===== config.mk =====
export PLATFORM = sky130hd
export DESIGN_NAME = radix_digit_converter
export DESIGN_NICKNAME = d
export VERILOG_FILES = /design/src/design/rdc_pkg.sv /design/src/design/rdc_ram.sv /design/src/design/rdc_divider.sv /design/src/design/radix_digit_converter.sv
export SDC_FILE = /design/constraint.sdc
export NUM_CORES = 1
export LEC_CHECK = 0
export ABC_AREA = 1
export BUFFER_PORTS_ARGS = -buffer_cell sky130_fd_sc_hd__buf_2
export CORE_ASPECT_RATIO = 1.5
export CORE_MARGIN = 3
export CORE_UTILIZATION = 55
export DETAILED_ROUTE_END_ITERATION = 12
export PLACE_DENSITY = 0.72
export SLEW_MARGIN = 20
export SYNTH_ARGS = -nofsm -noshare
export SYNTH_HDL_FRONTEND = slang
export SYNTH_HIERARCHICAL = 1
export SYNTH_SLANG_ARGS = --single-unit

===== constraint.sdc =====
create_clock -name clk -period 22.8 [get_ports clk]
set_input_delay 1.14 -clock clk [delete_from_list [all_inputs] [get_ports clk]]
set_output_delay 1.14 -clock clk [all_outputs]
set_load 0.02 [all_outputs]

===== src/design/rdc_pkg.sv =====
`default_nettype none

package rdc_pkg;

  localparam int VALUE_WIDTH = 32;
  localparam int STACK_DEPTH = 32;

  // quotient bits resolved per divider cycle
  localparam int DIV_BITS  = 8;
  localparam int DIV_STEPS = (VALUE_WIDTH + DIV_BITS - 1) / DIV_BITS;
  localparam int PAD_WIDTH = DIV_STEPS * DIV_BITS;
  localparam int STEP_W    = (DIV_STEPS > 1) ? $clog2(DIV_STEPS) : 1;

  localparam int CNT_W   = $clog2(STACK_DEPTH + 1);
  localparam int ADDR_W  = $clog2(STACK_DEPTH);
  localparam int RADIX_W = 5;
  localparam int DIGIT_W = 4;
  localparam int BASE_W  = DIGIT_W + 1;

  localparam logic [RADIX_W-1:0] RADIX_RESET = 5'd10;
  localparam logic [RADIX_W-1:0] RADIX_MIN   = 5'd2;
  localparam logic [RADIX_W-1:0] RADIX_MAX   = 5'd16;

  typedef logic [PAD_WIDTH-1:0] quot_t;

  typedef struct packed {
    logic busy;
    logic done;
  } div_status_t;

  function automatic logic [BASE_W-1:0] clamp_radix(input logic [RADIX_W-1:0] r);
    logic [RADIX_W-1:0] c;
    c = r;
    if (r < RADIX_MIN) begin
      c = RADIX_MIN;
    end else if (r > RADIX_MAX) begin
      c = RADIX_MAX;
    end
    return BASE_W'(c);
  endfunction

endpackage

`default_nettype wire


===== src/design/rdc_ram.sv =====
`default_nettype none

module rdc_ram #(
  parameter int WIDTH = 4,
  parameter int DEPTH = 32
) (
  input  wire logic                     clk,
  input  wire logic                     wr_en,
  input  wire logic [$clog2(DEPTH)-1:0] wr_addr,
  input  wire logic [WIDTH-1:0]         wr_data,
  input  wire logic [$clog2(DEPTH)-1:0] rd_addr,
  output logic      [WIDTH-1:0]         rd_data
);

  logic [WIDTH-1:0] mem [DEPTH];

  always_ff @(posedge clk) begin
    if (wr_en) begin
      mem[wr_addr] <= wr_data;
    end
    rd_data <= mem[rd_addr];
  end

endmodule

`default_nettype wire


===== src/design/rdc_divider.sv =====
`default_nettype none

module rdc_divider (
  input  wire logic                          clk,
  input  wire logic                          rst,
  input  wire logic                          start,
  input  wire rdc_pkg::quot_t                dividend,
  input  wire logic [rdc_pkg::BASE_W-1:0]    divisor,
  output rdc_pkg::quot_t                     quotient,
  output logic      [rdc_pkg::DIGIT_W-1:0]   remainder,
  output rdc_pkg::div_status_t               status
);

  import rdc_pkg::*;

  quot_t               quo;
  logic [DIGIT_W-1:0]  rem;
  logic [STEP_W-1:0]   step;
  logic                busy;
  logic                done;

  quot_t               quo_next;
  logic [DIGIT_W-1:0]  rem_next;
  logic [DIV_BITS-1:0] qbits;
  logic [BASE_W-1:0]   trial;
  logic [DIGIT_W-1:0]  part;

  // restoring division, DIV_BITS quotient bits per cycle
  always_comb begin
    part  = rem;
    trial = '0;
    qbits = '0;
    for (int i = DIV_BITS - 1; i >= 0; i--) begin
      trial = {part, quo[PAD_WIDTH - DIV_BITS + i]};
      if (trial >= divisor) begin
        trial    = trial - divisor;
        qbits[i] = 1'b1;
      end
      part = trial[DIGIT_W-1:0];
    end
    rem_next = part;
    quo_next = (quo << DIV_BITS) | quot_t'(qbits);
  end

  always_ff @(posedge clk) begin
    if (rst) begin
      busy <= 1'b0;
      done <= 1'b0;
      step <= '0;
    end else if (start) begin
      busy <= 1'b1;
      done <= 1'b0;
      step <= '0;
    end else if (busy) begin
      step <= step + 1'b1;
      if (step == STEP_W'(DIV_STEPS - 1)) begin
        busy <= 1'b0;
        done <= 1'b1;
      end
    end else begin
      done <= 1'b0;
    end
  end

  always_ff @(posedge clk) begin
    if (start) begin
      quo <= dividend;
      rem <= '0;
    end else if (busy) begin
      quo <= quo_next;
      rem <= rem_next;
    end
  end

  assign quotient    = quo;
  assign remainder   = rem;
  assign status.busy = busy;
  assign status.done = done;

endmodule

`default_nettype wire


===== src/design/radix_digit_converter.sv =====
`default_nettype none

// channel   direction  handshake            payload
// radix     in         radix_wr_en          radix_wr_data[4:0]
// input     in         in_valid / in_stall  value[31:0]
// digits    out        out_valid/out_stall  digit[3:0], last_digit
//
// one item produces n digits (1 to 32); each digit comes from the shared
// divider (8 quotient bits per cycle) and is pushed on the stack; the digits
// are then read back in reverse order through the read, load and send states
// in_stall stays high from acceptance until the last digit is taken
// synchronous reset sets radix to 10 and empties the stack
// out_stall holds the current digit and halts the sequencer

module radix_digit_converter (
  input  wire logic                              clk,
  input  wire logic                              rst,
  input  wire logic                              radix_wr_en,
  input  wire logic [rdc_pkg::RADIX_W-1:0]       radix_wr_data,
  input  wire logic                              in_valid,
  output logic                                   in_stall,
  input  wire logic [rdc_pkg::VALUE_WIDTH-1:0]   value,
  output logic                                   out_valid,
  input  wire logic                              out_stall,
  output logic      [rdc_pkg::DIGIT_W-1:0]       digit,
  output logic                                   last_digit
);

  import rdc_pkg::*;

  localparam logic [2:0] S_IDLE = 3'd0;
  localparam logic [2:0] S_DIV  = 3'd1;
  localparam logic [2:0] S_READ = 3'd2;
  localparam logic [2:0] S_LOAD = 3'd3;
  localparam logic [2:0] S_SEND = 3'd4;

  logic [2:0]         state;
  logic [2:0]         state_next;
  logic [RADIX_W-1:0] radix;
  logic [BASE_W-1:0]  base;
  logic [CNT_W-1:0]   count;
  logic [CNT_W-1:0]   count_next;
  logic [CNT_W-1:0]   count_dec;

  logic               div_start;
  quot_t              div_dividend;
  quot_t              div_quotient;
  logic [DIGIT_W-1:0] div_remainder;
  div_status_t        div_st;

  logic               stk_wr_en;
  logic [DIGIT_W-1:0] stk_rd_data;

  logic               accept;

  assign accept    = in_valid && !in_stall;
  assign in_stall  = (state != S_IDLE);
  assign count_dec = count - 1'b1;
  assign stk_wr_en = (state == S_DIV) && div_st.done;

  always_ff @(posedge clk) begin
    if (rst) begin
      radix <= RADIX_RESET;
    end else if (radix_wr_en) begin
      radix <= radix_wr_data;
    end
  end

  always_comb begin
    state_next   = state;
    count_next   = count;
    div_start    = 1'b0;
    div_dividend = quot_t'(value);
    case (state)
      S_IDLE: begin
        if (accept) begin
          div_start  = 1'b1;
          count_next = '0;
          state_next = S_DIV;
        end
      end
      S_DIV: begin
        if (div_st.done) begin
          count_next = count + 1'b1;
          if (div_quotient == '0 || count == CNT_W'(STACK_DEPTH - 1)) begin
            state_next = S_READ;
          end else begin
            div_start    = 1'b1;
            div_dividend = div_quotient;
          end
        end
      end
      S_READ: begin
        state_next = S_LOAD;
      end
      S_LOAD: begin
        state_next = S_SEND;
      end
      S_SEND: begin
        if (!out_stall) begin
          count_next = count_dec;
          state_next = (count == CNT_W'(1)) ? S_IDLE : S_READ;
        end
      end
      default: begin
        state_next = S_IDLE;
      end
    endcase
  end

  always_ff @(posedge clk) begin
    if (rst) begin
      state     <= S_IDLE;
      count     <= '0;
      out_valid <= 1'b0;
    end else begin
      state <= state_next;
      count <= count_next;
      if (state == S_LOAD) begin
        out_valid <= 1'b1;
      end else if (state == S_SEND && !out_stall) begin
        out_valid <= 1'b0;
      end
    end
  end

  always_ff @(posedge clk) begin
    if (accept) begin
      base <= clamp_radix(radix);
    end
    if (state == S_LOAD) begin
      digit      <= stk_rd_data;
      last_digit <= (count == CNT_W'(1));
    end
  end

  rdc_divider u_div (
    .clk       (clk),
    .rst       (rst),
    .start     (div_start),
    .dividend  (div_dividend),
    .divisor   (base),
    .quotient  (div_quotient),
    .remainder (div_remainder),
    .status    (div_st)
  );

  rdc_ram #(
    .WIDTH (DIGIT_W),
    .DEPTH (STACK_DEPTH)
  ) u_stack (
    .clk     (clk),
    .wr_en   (stk_wr_en),
    .wr_addr (count[ADDR_W-1:0]),
    .wr_data (div_remainder),
    .rd_addr (count_dec[ADDR_W-1:0]),
    .rd_data (stk_rd_data)
  );

  a_count_bound: assert property (@(posedge clk) disable iff (rst)
    count <= CNT_W'(STACK_DEPTH))
    else $error("digit count beyond stack depth");

  a_idle_quiet: assert property (@(posedge clk) disable iff (rst)
    state == S_IDLE |-> !div_st.busy && !out_valid)
    else $error("divider or output active while idle");

  a_last_count: assert property (@(posedge clk) disable iff (rst)
    out_valid && last_digit |-> count == CNT_W'(1))
    else $error("last digit flagged with digits left");

  a_done_in_div: assert property (@(posedge clk) disable iff (rst)
    div_st.done |-> state == S_DIV)
    else $error("divider finished outside division phase");

endmodule

`default_nettype wire

After elaboration in Yosys (flattened, before gate mapping) --
Memory sizes are Yosys's and may differ from the RTL's. A register that Yosys moved wholly into a read port is not among the register bits. Index checks and enable logic that the tools add are counted.
Word-level totals: word-level logic and storage cells 110, memory bits (writable) 128, output and inout bits 7, bits of input ports 42, flip-flop bits (word level) 65, memories 1
Cells by class: bitwise logic cells 2, $add $sub $neg 11, multiplexer cells 43, $lt $le $gt $ge 10, reduce and logical (&&, ||, !) cells 18, eq/ne operators 12
Memory list:
- u_stack.mem | depth 32, width 4, read ports 1, clocked after Yosys merged registers in 1, wr ports 1, line rdc_ram.sv:15 | logic [WIDTH-1:0] mem [DEPTH];
Operator list (number):
- $mux W32 | 5
- $ge A5 B5 Y1 | 8
- $logic_not A32 Y1 | 1
- $mux W4 | 8
- $or A32 B8 Y32 | 1
- $sub A4 B4 Y4 | 8
- $mux W1 | 18
- $mux W6 | 3
- $pmux W6 S3 | 1
- $pmux W3 S5 | 1
- $mux W3 | 4
- $reduce_and A4 Y1 | 2
- $add A6 B1 Y6 const B | 1
- $eq A3 B2 Y1 const B | 2
- $eq A6 B1 Y1 const B | 1
- $eq A6 B5 Y1 const B | 1
- $reduce_bool A3 Y1 | 2
- $sub A6 B1 Y6 const B | 1
- $gt A5 B5 Y1 const B | 1
- $lt A5 B2 Y1 const B | 1
- $mux W5 | 1
- $ne A2 B1 Y1 const B | 2
- $ne A2 B2 Y1 const B | 2
- $ne A4 B4 Y1 const B | 1
- other kinds (15) | 20

Longest topological paths before layout --
Gate-level depths: netlist (run 1).
depth in word-level cells 19, depth in mapped cells 69

Hierarchy --
Netlist (run 1), hierarchy kept.
Modules (own cells, without submodules):
- rdc_ram | times used 1, area an instance 5496.5 um^2, sequential area each 3923.8 um^2, cells each 486
- rdc_divider | times used 1, area an instance 3589.7 um^2, sequential area each 1121.1 um^2, cells each 467
- radix_digit_converter | times used 1, area an instance 2069.5 um^2, sequential area each 600.6 um^2, cells each 302

Least setup slack after synthesis (run 1) --
No wires, ideal clock.
path type reg2reg, start point register base[1], end point register u_div.rem[0], in the netlist u_div/remainder[0], arrival time 8.587 ns, setup time 0.157 ns, clock period less this slack 8.744 ns, slack 14.056 ns, stages on the path, launching flop included 66, data required time 22.643 ns, cells stage by stage edfxtp_1 > inv_1 > ha_1 > nand2_1 > inv_2 > nand4_2 > nand3_4 > nor2_1 > a21oi_2 > ha_1 > nand2_1 > inv_2 > a21oi_2 > nand3_2 > inv_2 > or2_1 > nand2_1 > ha_1 > (+30 left out) > and2_1 > ha_1 > a21oi_1 > o21a_1 > nand2_1 > nor2_4 > inv_2 > nand2_1 > nand2_1 > ha_1 > a21oi_1 > nand2_1 > nand2_1 > nand3_1 > a21oi_2 > nand2_1 > nand3_1 > o21ai_0
On the way: cells in the longest elaborated chain, start to end 16, elaborated cells on any way between the ends 23
RTL lines:
- start: declaration | line radix_digit_converter.sv:40 | logic [BASE_W-1:0] base;
- start signal: assignment | line radix_digit_converter.sv:129 | base <= clamp_radix(radix);
- $sub A4 B4 Y4 or $ge A5 B5 Y1 (tied branches) | line rdc_divider.sv:36, rdc_divider.sv:35
- $mux W4 | line rdc_divider.sv:35 | if (trial >= divisor) begin
- $sub A4 B4 Y4 or $ge A5 B5 Y1 (tied branches) | line rdc_divider.sv:36, rdc_divider.sv:35
- $mux W4 | line rdc_divider.sv:35
- $sub A4 B4 Y4 or $ge A5 B5 Y1 (tied branches) | line rdc_divider.sv:36, rdc_divider.sv:35
- $mux W4 | line rdc_divider.sv:35
- $ge A5 B5 Y1 or $sub A4 B4 Y4 (tied branches) | line rdc_divider.sv:35, rdc_divider.sv:36
- $mux W4 | line rdc_divider.sv:35
- $sub A4 B4 Y4 or $ge A5 B5 Y1 (tied branches) | line rdc_divider.sv:36, rdc_divider.sv:35
- $mux W4 | line rdc_divider.sv:35
- $sub A4 B4 Y4 or $ge A5 B5 Y1 (tied branches) | line rdc_divider.sv:36, rdc_divider.sv:35
- $mux W4 | line rdc_divider.sv:35
- $sub A4 B4 Y4 or $ge A5 B5 Y1 (tied branches) | line rdc_divider.sv:36, rdc_divider.sv:35
- $mux W4 | line rdc_divider.sv:35
- $ge A5 B5 Y1 (*) | line rdc_divider.sv:35
- $mux W4 (*) | line rdc_divider.sv:35
- end signal: assignment | line rdc_divider.sv:71 | rem <= rem_next;
- end: declaration | line rdc_divider.sv:17 | logic [DIGIT_W-1:0] rem;
Mark *: on every way between the ends. The rest lies on a longest branch, timed or not. A chain may end at the register's enable or synchronous reset.

Worst setup path after layout (run 1) --
Same ends and word-level chain as after synthesis.

==> summary.md, run 1 <==
| Metric | Value |
|---|---|
| Final min period | `10010 ps` |
| CTS Hold Bufs | `0` |
| Startpoint type of the worst setup path | `flip-flop` |
| Area of the core | `19900 µm²` |
| CTS buffer count | `17` |
| Post-route ant nets | `0` |
| Avg Cell Area, Syn | `8.89 µm²` |
| Drt via density | `5.47` |
| Placed inst area | `11400 µm²` |
| N_diodes | `0` |
| CP Max Fanout | `10` |
| CTS resizes | `0` |
| Hpwl dp | `17600 µm` |
| Slew margin rel. | `0.373` |
| Worst R2R Setup Slack | `12790 ps` |
| Placement Rows | `63` |
| Critical Path RT | `23100 ps` |
| Drt drc | `0` |
| Number of global-route vias before repair | `8378` |
| CTS Sinks | `197` |
| Slew @ Worst Pin | `939 ps` |
| Status | `complete, no violations` |
| Final setup viols | `0` |
| RSZ-0062 raised after global routing | `false` |
| Final wirelength | `25300 µm` |
| CTS tree | `built` |
| Drt wl/cell | `16.3 µm` |
| First drt pass iteration count | `5` |
| I/O pin total | `49` |
| Most used cell, CP | `nand2_1` |
| Synth Instances | `1254` |
| Htree depth | `4` |
| Post-CTS setup repair buffer count | `0` |
| Via count | `8516` |
| Maximum clock rate | `0.0999 GHz` |
| Share of layout cells above drive strength 1 | `0.138` |
| Fin. Hold Viols | `0` |
| Total gr overflow | `0` |
| Worst hold slack | `407 ps` |
| Critical path's slowest cell | `edfxtp_1` |
| Slew Limit Fails | `0` |
| Total GRT Usage | `0.235` |
| Total negative slack | `0 ps` |
| Largest net degree at the start of global routing | `67` |
| Syn-to-layout area delta | `8.18%` |
| Final RePlAce weighted congestion | `0.932` |
| CP max stage delay | `660 ps` |
| DIE HEIGHT | `180 µm` |
| CP bufs+invs | `9` |
| CP Data Arrival Time | `10310 ps` |
| Cell area after synthesis | `11100 µm²` |
| Antenna violations before repair | `0` |
| Net Count, Synth | `1348` |
| Worst hold path type | `reg2reg` |
| Die X | `122 µm` |
| Input/output buffers | `48` |
| Final instance area | `12100 µm²` |
| Global-route wire length before repair | `40700 µm` |
| Reg clk slew, reported paths | `80 ps` |
| DIE AREA | `22000 µm²` |
| CTS Buffer Depth | `2` |
| Worst setup EP type | `flip-flop` |
| Critical path's top delay family | `simple AND/OR/NAND/NOR gates` |
| Starting Density | `0.561` |
| Warnings, synthesis | `6` |
| Root Driver | `clkbuf_16` |
| Nets@finish | `1378` |
| Layout Skew | `18.8 ps` |
| Layout filler cell count | `1738` |
| Max_cap viols | `0` |
| Final period util | `0.439` |
| Drt initial violations | `592` |
| Clk_lat worst skew | `440 ps` |
| CP Class | `reg2reg` |
layout by cell type, fill, tap and decap left out, types with 14 or more instances in the layout:
| cell type | count |
|---|---|
| inv_1 | 82 |
| nor2_1 | 91 |
| ha_1 | 44 |
| clkbuf_16 | 17 |
| nand4_1 | 43 |
| edfxtp_1 | 170 |
| nand2_2 | 34 |
| buf_2 | 48 |
| a21oi_1 | 22 |
| nand3_1 | 140 |
| nand2_1 | 424 |
| dfxtp_1 | 26 |
| o21ai_0 | 28 |
| inv_2 | 14 |
state kept, by name, indices dropped and copies added, names as in the netlist:
| name | cells |
|---|---|
| u_div/done | 1 |
| radix | 5 |
| last_digit | 1 |
| count | 6 |
| out_valid | 1 |
| u_stack/mem | 128 |
| base | 5 |
| state | 3 |
| u_div/step | 2 |
| digit | 4 |
| u_div/quotient | 32 |
| u_stack/rd_data | 4 |
| u_div/remainder | 4 |
| u_div/busy | 1 |
layout make-up:
cell class	count	area, µm²	share of cell area
Sequential cell	197	5650	0.468
Tap cell	260	325	0.0270
Clock inverter	15	195	0.0162
Clock buffer	17	425	0.0353
Multi-Input combinational cell	909	4770	0.395
Inverter	101	383	0.0317
Timing Repair Buffer	58	315	0.0261
final timing paths:
path                            from                 end  cells after the start
setup / recovery             base[1]  u_div/remainder[0]                     65
hold / removal    u_stack/rd_data[2]            digit[2]                      0
setup reg to reg             base[1]  u_div/remainder[0]                     65
hold reg to reg   u_stack/rd_data[2]            digit[2]                      0
metal layers:
| layer | vias to the layer above | track usage | share of wire |
|---|---|---|---|
| li1 | 4236 | - | - |
| met1 | 3955 | 0.258 | 0.37 |
| met2 | 262 | 0.437 | 0.55 |
| met3 | 63 | 0.0339 | 0.041 |
| met4 | 0 | 0.108 | 0.040 |
| met5 | - | 0 | 0 |
metrics by stage:
stage	worst slack (ps)	std cells	util
5_1_grt	11810	1557	0.607
4_1_cts	12690	1557	0.607
6_report	12790	1557	0.607
3_3_place_gp	13200	1525	0.576
3_5_place_dp	12730	1525	0.576
2_1_floorplan	14060	1254	-
Power of run 1 is not shown: default switching activity piles up to over one toggle a cycle in this logic, so the estimate is an artifact.
==> run 2, diff against run 1 <==
ABC_AREA = 0   (was 1)
PLACE_DENSITY = 0.75   (was 0.72)
clock period = 8.3 ns   (was 22.8 ns; I/O delays follow)
==> summary.md, run 2 <==
| Metric | Value |
|---|---|
| Non-filler cells, final | `1171 (was 1557)` |
| CP Data Arrival Time | `10350 ps (was 10310 ps)` |
| Final setup viols | `6 (was 0)` |
| Area of the multi-input gates | `5060 µm² (was 4770 µm²)` |
| Layout filler cell count | `1277 (was 1738)` |
| Input/output buffers | `48 (unchanged)` |
| Final RePlAce weighted congestion | `0.849 (was 0.932)` |
| Slew Limit Fails | `0 (unchanged)` |
| Avg Cell Area, Syn | `14.0 µm² (was 8.89 µm²)` |
| Hold path depth | `2 (was 0)` |
| Most used cell, CP | `ha_4 (was nand2_1)` |
| Starting Density | `0.562 (was 0.561)` |
| Fin util | `0.695 (was 0.607)` |
| Global-route wire length before repair | `39200 µm (was 40700 µm)` |
| Die X | `119 µm (was 122 µm)` |
| R2R depth | `49 (was 65)` |
| Area of the core | `18600 µm² (was 19900 µm²)` |
| Final WS setup | `-1720 ps (was 12790 ps)` |
| Net Count, Synth | `841 (was 1348)` |
| CTS buffer count | `17 (unchanged)` |
| Root Driver | `clkbuf_16 (unchanged)` |
| Antenna violations before repair | `1 (was 0)` |
| Nets@finish | `1000 (was 1378)` |
| Worst hold path type | `in2reg (was reg2reg)` |
| Drt initial violations | `627 (was 592)` |
| Final min period | `10020 ps (was 10010 ps)` |
| Critical path's top delay family | `compound AO/OA/AOI/OAI gates (was simple AND/OR/NAND/NOR gates)` |
| CTS Sinks | `197 (unchanged)` |
| CP max stage delay | `430 ps (was 660 ps)` |
| DIE AREA | `20800 µm² (was 22000 µm²)` |
| Most common cell after layout, fill and taps aside | `edfxtp_1 (was nand2_1)` |
| Post-route ant nets | `0 (unchanged)` |
| Top reg by flops | `u_stack/mem (unchanged)` |
| Final period util | `1.21 (was 0.439)` |
| Final wirelength | `24800 µm (was 25300 µm)` |
| Largest net degree at the start of global routing | `43 (was 67)` |
| Drt wl/cell | `21.2 µm (was 16.3 µm)` |
| Via count | `6960 (was 8516)` |
| Clk_lat worst skew | `430 ps (was 440 ps)` |
| Maximum clock rate | `0.0998 GHz (was 0.0999 GHz)` |
| Warnings, synthesis | `6 (unchanged)` |
| Max_cap viols | `0 (unchanged)` |
| Reg clk slew, reported paths | `70 ps (was 80 ps)` |
| Share of layout cells above drive strength 1 | `0.409 (was 0.138)` |
| N_diodes | `0 (unchanged)` |
| I/O pin total | `49 (unchanged)` |
| DIE HEIGHT | `175 µm (was 180 µm)` |
| Critical path's slowest cell | `edfxtp_1 (unchanged)` |
| Drt drc | `0 (unchanged)` |
| Status | `finished, violations left (was complete, no violations)` |
| Total GRT Usage | `0.242 (was 0.235)` |
| Slew @ Worst Pin | `947 ps (was 939 ps)` |
| Number of global-route vias before repair | `7573 (was 8378)` |
| CP Max Fanout | `8 (was 10)` |
| First drt pass iteration count | `4 (was 5)` |
| Max reg flops | `128 (unchanged)` |
| CTS Buffer Depth | `2 (unchanged)` |
| RSZ-0062 raised after global routing | `true (was false)` |
| Register area | `5650 µm² (about the same)` |
| Startpoint type of the worst setup path | `flip-flop (unchanged)` |
| Placed inst area | `11700 µm² (was 11400 µm²)` |
| Worst setup EP type | `flip-flop (unchanged)` |
| Total gr overflow | `0 (unchanged)` |
| Dpl cells | `1104 (was 1525)` |
| Final instance area | `12900 µm² (was 12100 µm²)` |
| Most frequent cells in the layout | `edfxtp_1, buf_4, nor2_1 (was nand2_1, edfxtp_1, nand3_1)` |
| Slew margin rel. | `0.366 (was 0.373)` |
| Stages on the worst setup path | `49 (was 65)` |
| CP Class | `reg2reg (unchanged)` |
| Syn-to-layout area delta | `23.6% (was 8.18%)` |
| Violated checks | `negative setup slack` |
| Cell area after synthesis | `10500 µm² (was 11100 µm²)` |
| Hpwl dp | `17400 µm (was 17600 µm)` |
| Fin. Hold Viols | `0 (unchanged)` |
| Drt via density | `5.94 (was 5.47)` |
| Layout Skew | `9.22 ps (was 18.8 ps)` |
| CTS tree | `built (unchanged)` |
| Placement Rows | `61 (was 63)` |
| CP bufs+invs | `6 (was 9)` |
| Critical Path RT | `8620 ps (was 23100 ps)` |
| Worst R2R Setup Slack | `-1720 ps (was 12790 ps)` |
| Synth Instances | `747 (was 1254)` |
| Htree depth | `4 (unchanged)` |
==> run 2: what timing repair did <==
action,in CTS,in global routing
hold buffers,0,0
pin swaps,30,27
setup buffers,18,17
setup endpoints to repair,6,6
gates resized for setup,30,37
==> run 2: worst reg2reg max path, delay by kind of cell, from the launching register on <==
kind | cells | cell delay [ps]
compound gates | 23 | 4220
fa+ha+maj | 8 | 1890
mux | 5 | 1600
simple gates | 7 | 1060
buf+inv | 6 | 730
flops | 1 | 430
==> run 2: layer usage <==
metal	vias to the layer above	global-route usage	routed length [µm]
met4	2	0.114	987
met2	195	0.457	13900
met3	70	0.0379	878
li1	3213	-	-
met5	-	0	7
met1	3480	0.263	9050
==> run 2: worst paths after layout <==
path / start / end
worst max-delay path: base[1] / u_div/remainder[3]
worst min-delay path: radix_wr_data[1] / radix[1]
worst max register to register: base[1] / u_div/remainder[3]
worst min register to register: u_stack/rd_data[2] / digit[2]
==> run 2: final cells by class <==
type / instances / area share
flip-flops and latches: 197 / 0.436
multi-input cells: 484 / 0.391
repair buffers: 171 / 0.0922
clock buffers: 18 / 0.0332
well taps: 252 / 0.0244
clock inverters: 14 / 0.0120
inverters: 35 / 0.0104
==> run 2: per-stage QoR <==
step / hold slack, ps / setup slack (ps) / setup TNS [ps]
after floorplan: 386 / -1720 / -8760
after global placement: 390 / -1440 / -7380
after detailed placement: 389 / -1870 / -9900
after CTS: 180 / -1540 / -7980
after global routing: 199 / -2130 / -11360
final: 197 / -1720 / -9000
Power of run 2 is left out for the same reason.
